**config.mk**
```make
export PLATFORM = sky130hd
export DESIGN_NAME = sclb_regs
export DESIGN_NICKNAME = d
export VERILOG_FILES = /design/src/rtl/sclb_pkg.sv /design/src/rtl/sclb_regs.sv
export SDC_FILE = /design/constraint.sdc
export NUM_CORES = 1
export LEC_CHECK = 0
export ABC_AREA = 1
export BUFFER_PORTS_ARGS = -buffer_cell sky130_fd_sc_hd__buf_2
export CAP_MARGIN = 25
export CORE_MARGIN = 4
export CORE_UTILIZATION = 49
export DETAILED_ROUTE_END_ITERATION = 6
export GPL_ROUTABILITY_DRIVEN = 0
export PLACE_DENSITY = 0.8
export SYNTH_ARGS = -nofsm -noshare
export SYNTH_HDL_FRONTEND = slang
export SYNTH_SLANG_ARGS = --single-unit
```
**constraint.sdc**
```tcl
create_clock -name clk -period 1.55 [get_ports clk]
set_input_delay 0.0775 -clock clk [delete_from_list [all_inputs] [get_ports clk]]
set_output_delay 0.0775 -clock clk [all_outputs]
set_load 0.03 [all_outputs]
```
**src/rtl/sclb_pkg.sv**
```systemverilog
`default_nettype none
package sclb_pkg;

  // Channel count and sample format
  localparam int CHANNELS   = 6;
  localparam int SAMPLE_W   = 24;
  localparam int COEF_W     = 18;
  localparam int FRAC_SHIFT = 16;

  // Stream word: all channels packed from channel 0 up, padded to whole bytes
  localparam int TDATA_W = ((CHANNELS * SAMPLE_W + 7) / 8) * 8;

  // Register port
  localparam int APB_ADDR_W = 5;
  localparam int APB_DATA_W = 32;

  // Datapath widths
  localparam int PROD_W = COEF_W + SAMPLE_W;
  localparam int FF_W   = PROD_W + 2;
  localparam int ACC_W  = PROD_W + 3;

  // Register indexes (byte address / 4)
  typedef enum logic [2:0] {
    REG_B0  = 3'd0,
    REG_B1  = 3'd1,
    REG_B2  = 3'd2,
    REG_FB1 = 3'd3,
    REG_FB2 = 3'd4
  } reg_idx_t;

  // Coefficient reset values, Q2.16
  localparam logic signed [COEF_W-1:0] B0_RST  = 18'sd859;
  localparam logic signed [COEF_W-1:0] B1_RST  = 18'sd1718;
  localparam logic signed [COEF_W-1:0] B2_RST  = 18'sd859;
  localparam logic signed [COEF_W-1:0] FB1_RST = 18'sd108207;
  localparam logic signed [COEF_W-1:0] FB2_RST = -18'sd46107;

  typedef struct packed {
    logic signed [COEF_W-1:0] b0;
    logic signed [COEF_W-1:0] b1;
    logic signed [COEF_W-1:0] b2;
    logic signed [COEF_W-1:0] fb1;
    logic signed [COEF_W-1:0] fb2;
  } coef_t;

  // Pipeline control shared by all lanes
  typedef struct packed {
    logic ld_two;   // priming word 0: sample goes to second history tap
    logic ld_one;   // priming word 1: sample goes to first history tap
    logic ld_run;   // filtering word accepted: shift input history
    logic adv;      // pipeline moves this cycle
    logic run_out;  // word in feedback stage is a filtering word
    logic commit;   // feedback stage result is taken into output history
  } lane_ctl_t;

endpackage
`default_nettype wire

```
**src/rtl/sclb_regs.sv**
```systemverilog
`default_nettype none
module sclb_regs (
  input  wire logic                                clk,
  input  wire logic                                rst_n,
  input  wire logic                                cfg_psel,
  input  wire logic                                cfg_penable,
  input  wire logic                                cfg_pwrite,
  input  wire logic [sclb_pkg::APB_ADDR_W-1:0]     cfg_paddr,
  input  wire logic [sclb_pkg::APB_DATA_W-1:0]     cfg_pwdata,
  output logic      [sclb_pkg::APB_DATA_W-1:0]     cfg_prdata,
  output logic                                     cfg_pready,
  output sclb_pkg::coef_t                          coef
);

  sclb_pkg::coef_t coef_r;
  logic            wr_en;
  logic [2:0]      idx;
  logic signed [sclb_pkg::COEF_W-1:0] wval;
  logic signed [sclb_pkg::COEF_W-1:0] rval;

  assign cfg_pready = 1'b1;
  assign wr_en      = cfg_psel & cfg_penable & cfg_pwrite & cfg_pready;
  assign idx        = cfg_paddr[4:2];
  assign wval       = cfg_pwdata[sclb_pkg::COEF_W-1:0];
  assign coef       = coef_r;

  // Coefficient registers; writes past the last register are dropped
  always_ff @(posedge clk) begin
    if (!rst_n) begin
      coef_r.b0  <= sclb_pkg::B0_RST;
      coef_r.b1  <= sclb_pkg::B1_RST;
      coef_r.b2  <= sclb_pkg::B2_RST;
      coef_r.fb1 <= sclb_pkg::FB1_RST;
      coef_r.fb2 <= sclb_pkg::FB2_RST;
    end else if (wr_en) begin
      case (idx)
        sclb_pkg::REG_B0:  coef_r.b0  <= wval;
        sclb_pkg::REG_B1:  coef_r.b1  <= wval;
        sclb_pkg::REG_B2:  coef_r.b2  <= wval;
        sclb_pkg::REG_FB1: coef_r.fb1 <= wval;
        sclb_pkg::REG_FB2: coef_r.fb2 <= wval;
        default: ;
      endcase
    end
  end

  // Read mux, sign-extended to the bus width
  always_comb begin
    case (idx)
      sclb_pkg::REG_B0:  rval = coef_r.b0;
      sclb_pkg::REG_B1:  rval = coef_r.b1;
      sclb_pkg::REG_B2:  rval = coef_r.b2;
      sclb_pkg::REG_FB1: rval = coef_r.fb1;
      sclb_pkg::REG_FB2: rval = coef_r.fb2;
      default:           rval = '0;
    endcase
    cfg_prdata = sclb_pkg::APB_DATA_W'(rval);
  end

endmodule
`default_nettype wire

```
# After elaboration in Yosys (flattened, before gate mapping)
# Cells that the tools add are included.
# Widths: inputs -> output; s select.
# op_classes
eq_ne	4
n_mux	1
n_bitwise	2
reduce_logical	6
# ops
cell	count
$pmux 18 s5	1
$reduce_and 2->1	5
$eq 3x2->1 const B	2
$eq 3x1->1 const B	1
$eq 3x3->1 const B	1
$logic_not 3->1	1
$and 1x1->1	2
# totals
register_bits	90
in_bits	42
output_inout_bits	123
wordCells	18

# Longest topological paths before layout
# depth
ltp_word	3
mapped_depth	8
depth_no_buf	7

# Worst setup path after synthesis
# No wires, ideal clock.
# synth_path
path_kind	input-to-output
from	input port cfg_paddr[3] (netlist name)
to	output port cfg_prdata[18] (netlist name)
arrival_ns	1.558
required_time_ns	1.472
setup_slack_ns	-0.085
path_stages	8
n_path_buf	3
cell_sequence	buf_6 -> nor2_4 -> clkbuf_1 -> nand3_1 -> nand2_1 -> nor2_1 -> nand2_1 -> buf_4
# synth_between
elab_chain_cells	2
word_cells_on_any_way	6
classes_between	eq/ne (4); mux (1); reduce/logical (1)
# synth_rtl
item	line_no	source
from (decl)	sclb_regs.sv:8	input wire logic [sclb_pkg::APB_ADDR_W-1:0] cfg_paddr,
$eq 3x3->1, or another cell as far along	sclb_regs.sv:49	case (idx)
$pmux 18 s5 *	sclb_regs.sv:49	
to (decl)	sclb_regs.sv:10	output logic [sclb_pkg::APB_DATA_W-1:0] cfg_prdata,
# Mark *: on every way between the ends. The rest lies on a longest branch, timed or not.

# Final worst setup path
# layout_path
from	register coef_r, in the netlist coef[35]
to	output port cfg_prdata[17] (netlist name)
# layout_between
elab_chain_cells	1
# layout_rtl
item	line_no	source
from (decl)	sclb_regs.sv:15	sclb_pkg::coef_t coef_r;
$pmux 18 s5	sclb_regs.sv:49	
# No other way between the ends.

==> metrics <==
Core Area=8720 sq um; CP Launch Type=register; gr ovfl total=0; Mapped Nets=719; Pleak=2.85 nW; Port Buffer Count=147; Mapped Area=4410 sq um; routed wire length=14,600 um; most common cell after layout, fill and taps aside=nand2_1; CP Capture Type=primary output; H-tree Lvls=3; Post-Synthesis Cells=677; IO Count=165; die area=10,600 sq um; Setup TNS=0 ns; most frequent cells in the layout=220 x nand2_1, 147 x buf_2, 137 x nand3_1, 115 x nor2_1, 90 x dfxtp_1; sequential-to-total area share from yosys stat=0.409; Tmin final=~1.5 ns; CTS Buf Count=9; Layout Utilization=0.621; pre-CTS setup slack=~0.10 ns; Starting Density=0.506; drt via density=5.46; num rows=34; initial antenna violation count=0; root buffer cell=clkbuf_8; CTS resizes=0; Largest register FFs=90; Logic pwr share=0.160; Worst Hold Class=input port to register; gr usage total=0.270; maximum fanout along the worst path=15; Peak VDD IR=427 uV; Tcrit/Tclk final=0.941; worst skew pair latency=0.35 ns; Cell variety after synth=17; Synth Warn #=0; chip width=103 um; Int Pwr=approximately 3.3 mW; Slew Viols, Final=0; Switching Power=1.41 mW; path type of the worst setup path=register to primary output; outcome=finished, final reports clean; drt pass-1 iters=6; Worst EP arrival=approximately 1.4 ns; Achievable Freq=686 MHz; switching portion of total power=0.298; clk sinks=90; Iter 0 DRT Violations=~600; share of layout cells above drive strength 1=0.249; mean area per synthesized cell=6.51 sq um; Design Power=approximately 4.8 mW; endpoints failing hold=0; Post-DP HPWL=roughly 10,000 um; post-synthesis register bit count=90; vias in the first global route=approximately 4.4k; DRC=0; DRT antenna net count=0; die height=103 um; final clock skew=0 ns; # setup viols final=0; CTS tree=done; critical path required time=between 1 and 1.5 ns; wire per inst=15.9 um; Clock Pin Slew Worst Setup and Hold Paths=0.09 ns; area added between synthesis and finish=22.8%; PwrDens=approximately 880 nW/um^2; # nets final=847; Vias=roughly 5k; clock buffer depth=2; fin worst setup slack=0.0922 ns; RSZ-0062 raised after global routing=false; Antenna Cells=0; max-cap viol count=0; largest net degree at the start of global routing=91; clock group share of total power=0.342; # fillers=790; first-pass GRT wire length=22,400 um; part of the power in registers=0.498
## final timing paths
path | from | end | slack [ns] | cells after the start
max | coef[35] | cfg_prdata[17] | 0.09 | 5
min | cfg_pwdata[4] | coef[76] | 0.005 | 3
max reg2reg | coef[69] | coef[69] | 0.88 | 2
min reg2reg | coef[40] | coef[40] | 0.49 | 2
## routing by layer
layer	part of all wire	vias to the layer above	GRT usage
met4	0.030	0	0.110
met2	0.47	320	0.424
met1	0.40	2252	0.374
li1	-	2392	-
met3	0.10	44	0.0379
met5	0	-	0
## power groups by stage
| stage | logic [mW] | clock network [mW] | registers, mW |
|---|---|---|---|
| finish | 0.759 | 1.63 | 2.37 |
| global route | 0.815 | 1.72 | 2.37 |
| CTS | 0.748 | 1.62 | 2.37 |
| detailed placement | 0.734 | 0 | 2.42 |
| global placement | 0.723 | 0 | 2.42 |
| floorplan | 0.446 | 0 | 2.47 |
## Yosys cell counts
master,count,area share
clkbuf_1,18,0.015
inv_2,4,0.0034
nand3_4,1,0.0040
inv_1,20,0.017
buf_4,20,0.034
nor2_2,1,0.0014
buf_1,4,0.0034
buf_2,14,0.016
nor2_4,7,0.018
nand3_1,137,0.16
buf_6,3,0.0077
nand2_2,2,0.0028
conb_1,1,0.00085
nor2_1,116,0.099
nand4_1,18,0.026
dfxtp_1,90,0.41
nand2_1,221,0.19
## per-stage QoR
step                area, sq um  cells  hold WS [ns]
finish                     5420    918       0.00550
global route               5420    918        0.0166
CTS                        5420    918       0.00389
detailed placement         5160    896         0.315
global placement           5160    896         0.314
floorplan                  4410    677         0.204
## critical path, cell delays in order, from the launching register on
cell and delay [ns]:
dfxtp_1 0.37, nand4_1 0.10, nand2_1 0.08, nor2_1 0.05, nand2_2 0.17, buf_2 0.25
## final cells by class
cell class / instances / area (sq um) / share of cell area
repair buffers: 176 / 1010 / 0.186
well taps: 108 / 135 / 0.0250
multi-input cells: 504 / 2190 / 0.404
clock inverters: 5 / 53.8 / 0.00994
clock buffers: 11 / 141 / 0.0261
flip-flops and latches: 90 / 1800 / 0.333
inverters: 24 / 90.1 / 0.0166
## logic make-up (layout without fill, tap and decap cells)
family / count (synthesis) / in the layout / synth area share
buffers and inverters: 83 / 216 / 0.0967
other: 1 / 1 / 0.000850
AND/OR/NAND/NOR: 503 / 503 / 0.494
flip-flops: 90 / 90 / 0.409
## timing repair
item,CTS,global route
buffers inserted,0,0
endpoints found under the hold margin,7,0
endpoints found under the setup margin,0,0
hold buffers,6,0
(Power assumes the default switching activity.)
